<file path="config.mk">
export PLATFORM = sky130hd
export DESIGN_NAME = lru_key_value_cache
export DESIGN_NICKNAME = d
export VERILOG_FILES = /design/src/rtl/lru_kv_pkg.sv /design/src/rtl/lru_key_value_cache.sv
export SDC_FILE = /design/constraint.sdc
export NUM_CORES = 1
export LEC_CHECK = 0
export BUFFER_PORTS_ARGS = -buffer_cell sky130_fd_sc_hd__buf_2
export CORE_ASPECT_RATIO = 1.25
export CORE_MARGIN = 8
export CORE_UTILIZATION = 35
export CTS_BUF_LIST = sky130_fd_sc_hd__clkbuf_16
export DETAILED_ROUTE_END_ITERATION = 10
export GPL_TIMING_DRIVEN = 0
export SYNTH_ARGS = -nofsm -noshare
export SYNTH_HDL_FRONTEND = slang
export SYNTH_SLANG_ARGS = --single-unit
</file>
<file path="constraint.sdc">
create_clock -name clk -period 6.5 [get_ports clk]
set_input_delay 0 -clock clk [delete_from_list [all_inputs] [get_ports clk]]
set_output_delay 0 -clock clk [all_outputs]
set_load 0.05 [all_outputs]
</file>
<file path="src/rtl/lru_kv_pkg.sv">
// Shared types and constants of the LRU key-value cache.
`default_nettype none

package lru_kv_pkg;

  // Entry count the cache is built with unless the top level overrides it.
  localparam int DEFAULT_ENTRIES = 16;

  // Request and result field widths.
  localparam int KEY_W = 32;
  localparam int VAL_W = 32;

  // Capacity register: width and value after reset.
  localparam int CAP_W = 5;
  localparam logic [CAP_W-1:0] CAP_RESET = 5'd16;

  // Configuration port.
  localparam int APB_DATA_W = 32;
  localparam int APB_ADDR_W = 3;

  // Register indexes (byte address 4 * index).
  typedef enum logic [0:0] {
    REG_CAPACITY = 1'b0
  } reg_idx_t;

  // Request kinds carried on in_tuser.
  typedef enum logic [0:0] {
    CMD_GET = 1'b0,
    CMD_PUT = 1'b1
  } cmd_t;

endpackage : lru_kv_pkg

`default_nettype wire

</file>
<file path="src/rtl/lru_key_value_cache.sv">
// Fully associative key-value cache with least-recently-used replacement.
`default_nettype none

// Each request is a get or a put of a 32-bit key. All entries compare the key in
// parallel; a get hit returns the stored value, a put hit overwrites it, and a put miss
// fills the lowest free entry or, once the entry count has reached the capacity
// register (0 acts as 1, values above ENTRIES act as ENTRIES), evicts the least
// recent entry first. Every request produces exactly one result: hit, read_value
// (zero except on a get hit) and evicted. Requests are registered on entry, and the
// key match, recency update and entry write happen when the request register
// advances, together with loading the result register, so the cache takes one
// request per cycle while the result is not back-pressured; a single lookup-and-update
// stage over all entries sits between them. A back-pressured result register stalls the
// request register and then in_tready. Lowering the capacity below the present count
// keeps the entries; each later put miss evicts one and inserts one. Capacity is
// register 0 at byte address 0; write it only while no request is in flight.
module lru_key_value_cache
  import lru_kv_pkg::*;
#(
  parameter int ENTRIES = DEFAULT_ENTRIES
) (
  input  wire logic                  clk,
  input  wire logic                  rst_n,
  // Request channel
  input  wire logic                  in_tvalid,
  output logic                       in_tready,
  input  wire logic [KEY_W+VAL_W-1:0] in_tdata,  // [31:0] key, [63:32] value
  input  wire logic [0:0]            in_tuser,  // [0] cmd (0 get, 1 put)
  // Result channel
  output logic                       out_tvalid,
  input  wire logic                  out_tready,
  output logic [VAL_W-1:0]           out_tdata,  // [31:0] read_value
  output logic [1:0]                 out_tuser,  // [0] hit, [1] evicted
  // Configuration port
  input  wire logic                  psel,
  input  wire logic                  penable,
  input  wire logic                  pwrite,
  input  wire logic [APB_ADDR_W-1:0] paddr,
  input  wire logic [APB_DATA_W-1:0] pwdata,
  output logic [APB_DATA_W-1:0]      prdata,
  output logic                       pready
);

  localparam int RANK_W = $clog2(ENTRIES);
  localparam int CNT_W  = $clog2(ENTRIES + 1);
  localparam int EW     = (CNT_W > CAP_W) ? CNT_W : CAP_W;

  // ---------------------------------------------------------------- configuration
  logic [CAP_W-1:0] cap_r;
  logic             cfg_wr;
  logic             cfg_sel_cap;

  assign pready      = 1'b1;
  assign cfg_sel_cap = (reg_idx_t'(paddr[2]) == REG_CAPACITY);
  assign cfg_wr      = psel && penable && pwrite && pready;
  assign prdata      = cfg_sel_cap ? APB_DATA_W'(cap_r) : '0;

  always_ff @(posedge clk) begin
    if (!rst_n) begin
      cap_r <= CAP_RESET;
    end else if (cfg_wr && cfg_sel_cap) begin
      cap_r <= pwdata[CAP_W-1:0];
    end
  end

  // ---------------------------------------------------------------- request register
  logic             stg_valid_r;
  cmd_t             stg_cmd_r;
  logic [KEY_W-1:0] stg_key_r;
  logic [VAL_W-1:0] stg_value_r;
  logic             out_valid_r;
  logic             advance;

  // Advance the request into the result register when that register is free or drains.
  assign advance   = stg_valid_r && (!out_valid_r || out_tready);
  assign in_tready = !stg_valid_r || advance;

  always_ff @(posedge clk) begin
    if (!rst_n) begin
      stg_valid_r <= 1'b0;
    end else if (in_tready) begin
      stg_valid_r <= in_tvalid;
    end
  end

  always_ff @(posedge clk) begin
    if (in_tvalid && in_tready) begin
      stg_cmd_r   <= cmd_t'(in_tuser[0]);
      stg_key_r   <= in_tdata[KEY_W-1:0];
      stg_value_r <= in_tdata[KEY_W+VAL_W-1:KEY_W];
    end
  end

  // ---------------------------------------------------------------- entry state
  logic [KEY_W-1:0]  key_r   [ENTRIES];
  logic [VAL_W-1:0]  value_r [ENTRIES];
  logic [RANK_W-1:0] rank_r  [ENTRIES];
  logic [RANK_W-1:0] rank_nxt[ENTRIES];
  logic [ENTRIES-1:0] valid_r, valid_nxt;
  logic [CNT_W-1:0]  count_r, count_nxt;

  logic [ENTRIES-1:0] match, victim_oh, valid_kept, free_oh;
  logic [ENTRIES-1:0] key_we, value_we;
  logic               hit, is_put, evict;
  logic [RANK_W-1:0]  hit_rank, last_rank;
  logic [VAL_W-1:0]   hit_value;
  logic [EW-1:0]      cap_ext, eff_cap;

  // Clamp the capacity into 1..ENTRIES.
  always_comb begin
    cap_ext = EW'(cap_r);
    if (cap_ext == '0) begin
      eff_cap = EW'(1);
    end else if (cap_ext > EW'(ENTRIES)) begin
      eff_cap = EW'(ENTRIES);
    end else begin
      eff_cap = cap_ext;
    end
  end

  // Ranks of valid entries always form 0..count-1, so the least recent entry is the
  // one whose rank equals count-1.
  assign last_rank = RANK_W'(count_r - CNT_W'(1));
  assign is_put    = (stg_cmd_r == CMD_PUT);

  always_comb begin
    hit_rank  = '0;
    hit_value = '0;
    for (int j = 0; j < ENTRIES; j++) begin
      match[j]     = valid_r[j] && (key_r[j] == stg_key_r);
      victim_oh[j] = valid_r[j] && (rank_r[j] == last_rank);
      hit_rank     = hit_rank | (match[j] ? rank_r[j] : '0);
      hit_value    = hit_value | (match[j] ? value_r[j] : '0);
    end
    hit   = |match;
    evict = is_put && !hit && (EW'(count_r) >= eff_cap) && (count_r != '0);
    valid_kept = evict ? (valid_r & ~victim_oh) : valid_r;
    // Lowest free entry after the eviction.
    free_oh = ~valid_kept & (valid_kept + ENTRIES'(1));
  end

  always_comb begin
    for (int j = 0; j < ENTRIES; j++) begin
      rank_nxt[j] = rank_r[j];
      key_we[j]   = 1'b0;
      value_we[j] = 1'b0;
      if (hit) begin
        // Touch: entries younger than the hit age by one, the hit becomes newest.
        value_we[j] = is_put && match[j];
        if (match[j]) begin
          rank_nxt[j] = '0;
        end else if (valid_r[j] && (rank_r[j] < hit_rank)) begin
          rank_nxt[j] = rank_r[j] + RANK_W'(1);
        end
      end else if (is_put) begin
        // Insert: every kept entry ages, the filled entry becomes newest.
        key_we[j]   = free_oh[j];
        value_we[j] = free_oh[j];
        if (free_oh[j]) begin
          rank_nxt[j] = '0;
        end else if (valid_kept[j]) begin
          rank_nxt[j] = rank_r[j] + RANK_W'(1);
        end
      end
    end
    valid_nxt = (is_put && !hit) ? (valid_kept | free_oh) : valid_r;
    count_nxt = (is_put && !hit && !evict) ? (count_r + CNT_W'(1)) : count_r;
  end

  always_ff @(posedge clk) begin
    if (!rst_n) begin
      valid_r <= '0;
      count_r <= '0;
      for (int j = 0; j < ENTRIES; j++) begin
        rank_r[j] <= '0;
      end
    end else if (advance) begin
      valid_r <= valid_nxt;
      count_r <= count_nxt;
      for (int j = 0; j < ENTRIES; j++) begin
        rank_r[j] <= rank_nxt[j];
      end
    end
  end

  // Keys and values hold no reset; they are read only behind a valid bit.
  always_ff @(posedge clk) begin
    if (advance) begin
      for (int j = 0; j < ENTRIES; j++) begin
        if (key_we[j]) begin
          key_r[j] <= stg_key_r;
        end
        if (value_we[j]) begin
          value_r[j] <= stg_value_r;
        end
      end
    end
  end

  // ---------------------------------------------------------------- result register
  logic             out_hit_r, out_evicted_r;
  logic [VAL_W-1:0] out_value_r;

  always_ff @(posedge clk) begin
    if (!rst_n) begin
      out_valid_r <= 1'b0;
    end else if (advance) begin
      out_valid_r <= 1'b1;
    end else if (out_tready) begin
      out_valid_r <= 1'b0;
    end
  end

  always_ff @(posedge clk) begin
    if (advance) begin
      out_hit_r     <= hit;
      out_evicted_r <= evict;
      out_value_r   <= (hit && !is_put) ? hit_value : '0;
    end
  end

  assign out_tvalid = out_valid_r;
  assign out_tdata  = out_value_r;
  assign out_tuser  = {out_evicted_r, out_hit_r};

  // ---------------------------------------------------------------- checks
  a_count_tracks_valid: assert property (@(posedge clk) disable iff (!rst_n)
    $countones(valid_r) == int'(count_r))
    else $error("entry count disagrees with valid bits");

  a_key_unique: assert property (@(posedge clk) disable iff (!rst_n)
    stg_valid_r |-> $onehot0(match))
    else $error("key matches more than one entry");

  a_evict_only_on_miss: assert property (@(posedge clk) disable iff (!rst_n)
    out_valid_r && out_evicted_r |-> !out_hit_r)
    else $error("eviction reported on a hit");

  a_put_miss_fills: assert property (@(posedge clk) disable iff (!rst_n)
    advance && is_put && !hit |-> $onehot(free_oh))
    else $error("put miss found no free entry");

  a_put_keeps_entry: assert property (@(posedge clk) disable iff (!rst_n)
    advance && is_put |=> count_r != '0)
    else $error("cache empty after a put");

endmodule : lru_key_value_cache

`default_nettype wire
</file>
# ---- After elaboration in Yosys (flattened, before gate mapping)
# Memory sizes are Yosys's and may differ from the RTL's.
# Index checks and enable logic that the tools add are counted.
dict set report totals {
  output_inout_bits 69
  latch_bits 0
  mem_bits_rw 1088
  register_bits 127
  rom_bits 0
  memories 3
}
# name depth word_bits rd rd_ports_with_merged_regs write_ports line_no
set mem_list {}
lappend mem_list {key_r 16 32 16 0 1 lru_key_value_cache.sv:95} ;# logic [KEY_W-1:0] key_r [ENTRIES];
lappend mem_list {value_r 16 32 16 0 16 lru_key_value_cache.sv:96} ;# logic [VAL_W-1:0] value_r [ENTRIES];
lappend mem_list {rank_r 16 4 16 0 16 lru_key_value_cache.sv:97} ;# logic [RANK_W-1:0] rank_r [ENTRIES];
dict set report op_classes {
  n_mul 0
  add_sub_neg 19
  reduce_logical 102
  bitwise 52
  n_div 0
  order_cmp 18
  eq_ne 32
  n_mux 343
  n_shift 0
}
# op count
set ops {}
lappend ops {{32-bit two-way mux} 31}
lappend ops {{4-bit two-way mux} 143}
lappend ops {{32-bit == test} 16}
lappend ops {{32-bit OR} 15}
lappend ops {{32-bit OR reduction} 15}
lappend ops {{1-bit two-way mux} 165}
lappend ops {{1-bit logical AND} 74}
lappend ops {{4-bit by 1-bit adder with 4-bit output, second input constant} 16}
lappend ops {{4-bit == test} 16}
lappend ops {{4-bit < comparator} 16}
lappend ops {{4-bit OR} 15}
lappend ops {{16-bit bitwise AND} 2}
lappend ops {{16-bit inverter} 2}
lappend ops {{16-bit by 1-bit adder with 16-bit output, second input constant} 1}
lappend ops {{16-bit two-way mux} 1}
lappend ops {{1-bit OR} 16}
lappend ops {{16-bit OR} 1}
lappend ops {{16-bit OR reduction} 1}
lappend ops {{5-bit two-way mux} 3}
lappend ops {{5-bit by 1-bit adder with 5-bit output, second input constant} 1}
lappend ops {{5-bit greater-or-equal comparator} 1}
lappend ops {{5-bit > comparator, second input constant} 1}
lappend ops {{1-bit logical NOT} 5}
lappend ops {{5-bit logical NOT} 1}
lappend ops {{other kinds (6)} 8}

# ---- Logic depth before layout (Yosys ltp)
# An unclocked memory read counts as a cell.
dict set report depth {
  depth_word 32
  ltp_mapped 17
  mapped_depth_nobuf 14
}

# ---- Worst setup path after synthesis
# Ideal clock, no wire load.
dict set report synth_path {
  kind {reg-to-reg}
  from {register count_r[0]}
  to {memory value_r[12][0] (netlist: value_r[1][128]), enable pin}
  n_path_buf 3
  setup_slack_ns -0.052
  path_stages_with_launch 15
  period_less_slack_ns 6.552
  required_ns 6.112
  arrival_time_ns 6.164
  path_cell_list {dfxtp_1 -> buf_4 -> buf_1 -> inv_1 -> ha_1 -> nand2b_1 -> a21oi_1 -> nor2b_1 -> o21ai_0 -> a2111o_1 -> nand4b_1 -> buf_2 -> o31a_4 -> nor3_1 -> a21o_1}
}
# item line_no
set synth_rtl {}
lappend synth_rtl {{start: declaration} lru_key_value_cache.sv:100} ;# logic [CNT_W-1:0] count_r, count_nxt;
lappend synth_rtl {{start signal: assignment} lru_key_value_cache.sv:179} ;# count_r <= count_nxt;
lappend synth_rtl {{end: declaration} lru_key_value_cache.sv:96}

==> flow_summary.json <==
{
  "first_global_vias": 35059,
  "leakage_uw": 0.02026,
  "synthTopCellsByArea": "edfxtp_1, xnor2_1, nand4_1",
  "period_needed_ns": 6.444,
  "htreeDepth": 3,
  "syn_avg_cell_area_um2": 14.77,
  "crit_required_ns": 6.88,
  "r2r_setup_slack_ns": 0.06,
  "post-synth-top-area-fraction_pct": 66.63,
  "powerDensity_nw_per_um2": 263.8,
  "hold_ws_ns": 0.1007,
  "crit_type": "register to register",
  "finalPower_uw": 16840,
  "drv_cap": 0,
  "synthCells": 3621,
  "die_area_um2": 165700,
  "yosys-top-cells-count": "edfxtp_1, xnor2_1, nand4_1",
  "clock_skew_ns": 0.06097,
  "fmax_ghz": 0.1552,
  "end_kind": "register",
  "final_util_pct": 42.00,
  "path_cells": "buf_4 > buf_6 > xnor2_1 > nand2_1 > nor3_1 > and4_4 > buf_6 > clkbuf_1 > a22o_1 > a221oi_1 > nand3_1 > nor2_2 > buf_8 > ha_1 > a311oi_1 > o41ai_1 > nor3_1",
  "post_drt_wl_per_cell_um": 33.15,
  "ys.flop_type": "edfxtp_1",
  "switching_share_pct": 23.85,
  "worst_pin_slew_ns": 1.432,
  "yosysWarnings": 0,
  "path_clk_slew_ns": 0.07,
  "peakVddDrop_v": 0.0002294,
  "seq_area_frac_synth_pct": 67.68,
  "rr_startpoint": "stg_key_r[6]$_DFFE_PP_",
  "critPathSlowestCell": "clkbuf_1",
  "cp_top_family": "buffers and inverters",
  "overflow": 0,
  "setup_slack_ns": 0.05598,
  "die_h_um": 453.1,
  "comb_power_share_pct": 7.1,
  "slew_headroom_pct": 3.646,
  "rows": 160,
  "yosysTopAreaCell": "edfxtp_1",
  "antenna_left": 0,
  "cts_sinks": 1215,
  "cts-root-buf": "clkbuf_16",
  "io_buffers": 118,
  "worst-path-buf-inv": 5,
  "pre_cts_ws_ns": -1.818,
  "hold_viol": 0,
  "hp-start": "out_tready",
  "cp_max_fo": 10,
  "cp-startpoint": "stg_key_r[6]$_DFFE_PP_",
  "coreArea_um2": 151900,
  "dp_hpwl_um": 133600,
  "drt-total-wl_um": 207000,
  "synth-edff-count": 1187,
  "status": "completed",
  "fin_crit_sh_pct": 99.14,
  "use_met1_pct": 30.43,
  "initial_core_util_pct": 35.21,
  "place.gp.congestion": 0.9824,
  "die_x_um": 365.7,
  "antenna_found_initial": 12,
  "syn_area_um2": 53500,
  "hold_path.class": "input port to register",
  "arrival_ns": 6.83,
  "ys_ff_latch": 1215,
  "slew_violations": 0,
  "synth_cell_types": 93,
  "grtUsageTotal_pct": 24.26,
  "yosysMostFrequentCell": "edfxtp_1",
  "setup_viol": 0,
  "p_clk_share_pct": 40.4,
  "slowest_delay_ns": 1.01,
  "nets": 4270,
  "ios": 176,
  "drive_above_1_share_pct": 14.90,
  "setup.worst_path.start_class": "register",
  "avgViaCountPerCell": 5.877,
  "tritoncts": "yes",
  "via_count": 36696,
  "numCtsBuffers": 112,
  "drt_iter0_drc": 4739,
  "p_int_uw": 12820,
  "area_growth_pct": 19.30,
  "dpl.cell_count": 5839,
  "p_sw_uw": 4015,
  "use_met3_pct": 5.328,
  "fin_cells": 6244,
  "grt.busiest_layer": "met2",
  "drtPass1Iterations": 6,
  "clock_latency_ns": 0.76,
  "clock_path_buffers": 3,
  "route.detailed.drc": 0,
  "grt_pass1_wl_um": 280700,
  "async_reset_ff_share_pct": 0,
  "grt_max_degree": 53,
  "use_met2_pct": 39.45,
  "seqPwrFrac_pct": 52.6
}
-- worst paths after layout --
| check | endpoint | depth (start not counted) |
|---|---|---|
| max | rank_r[0][30]$_SDFFCE_PN0P_ | 17 |
| min | out_tvalid$_SDFFE_PN0P_ | 5 |
| max reg2reg | rank_r[0][30]$_SDFFCE_PN0P_ | 17 |
| min reg2reg | out_tvalid$_SDFFE_PN0P_ | 2 |
-- layer usage --
metal	part of all wire, %	vias up
li1	-	15122
met1	37	18631
met2	46	2370
met3	10	565
met4	6.2	8
met5	0.027	-
-- layout make-up --
| class | instances | area [um^2] |
|---|---|---|
| Fill cell | 13737 | 88120 |
| Sequential cell | 1215 | 36200 |
| Multi-Input combinational cell | 2140 | 16020 |
| Timing Repair Buffer | 367 | 3566 |
| Clock buffer | 112 | 2803 |
| Tap cell | 2025 | 2534 |
| Buffer | 204 | 1450 |
| Clock inverter | 93 | 920.9 |
| Inverter | 83 | 311.5 |
| Antenna cell | 5 | 12.51 |
-- flip-flops by register name (all words and copies together), names as in the netlist --
name / flops
stg_value_r: 32
cap_ext: 5
is_put: 1
key_r: 512
out_hit_r: 1
stg_valid_r: 1
out_tdata: 32
out_evicted_r: 1
valid_r: 16
stg_key_r: 32
out_tvalid: 1
value_r: 512
rank_r: 64
count_r: 5
-- placed cells by master, fill, tap and decap left out, types with 28 or more instances in the layout --
cell type / count
a21oi_1: 29
a221oi_1: 98
a22o_1: 99
a22oi_1: 69
a31oi_1: 51
and3_1: 60
buf_12: 37
buf_2: 143
buf_4: 106
buf_6: 37
clkbuf_1: 50
clkbuf_16: 112
conb_1: 28
dfxtp_1: 28
dlygate4sd3_1: 148
edfxtp_1: 1187
ha_1: 40
inv_1: 95
nand2_1: 98
nand2b_1: 64
nand3_1: 130
nand4_1: 223
nor2_1: 135
nor3_1: 45
nor4_1: 37
o2111ai_1: 28
xnor2_1: 473
xor2_1: 93
-- per-stage QoR --
| step | setup TNS [ns] | area, um^2 |
|---|---|---|
| finish | 0 | 63820 |
| global route | -0.001030 | 63820 |
| CTS | 0 | 63760 |
| detailed placement | -300.62 | 57960 |
| global placement | -3073.43 | 56720 |
| floorplan | 0 | 53600 |
-- power by group through the flow --
stage | clock network [uW] | registers (uW) | logic, uW
final | 6800 | 8850 | 1190
after global routing | 7080 | 8850 | 1230
after CTS | 6820 | 8840 | 1160
after detailed placement | 0 | 9120 | 928
after global placement | 0 | 9130 | 889
after floorplan | 0 | 9000 | 580
-- tightest hold or removal path: cells and delay by family --
| kind | cells | cell delay, ns |
|---|---|---|
| buffers and inverters | 2 | 0.61 |
| AND/OR/NAND/NOR | 3 | 0.19 |
-- timing repair --
action	4_1_cts	5_1_grt
gates resized for setup	25	11
hold endpoints to repair	88	0
setup buffers	50	2
endpoints found under the setup margin	794	43
hold buffers	148	0
-- kinds of logic (layout without fill, tap and decap cells) --
kind of cell	after synthesis	after routing	synth area share, %
AO/OA/AOI/OAI	524	524	7.805
other	2	33	0.01404
flip-flops	1215	1215	67.68
AND/OR/NAND/NOR	945	945	9.964
buffers and inverters	292	859	3.258
adder cells (fa/ha/maj)	54	54	1.202
XOR/XNOR	582	582	9.949
multiplexers	7	7	0.1310
(Power assumes the default switching activity.)
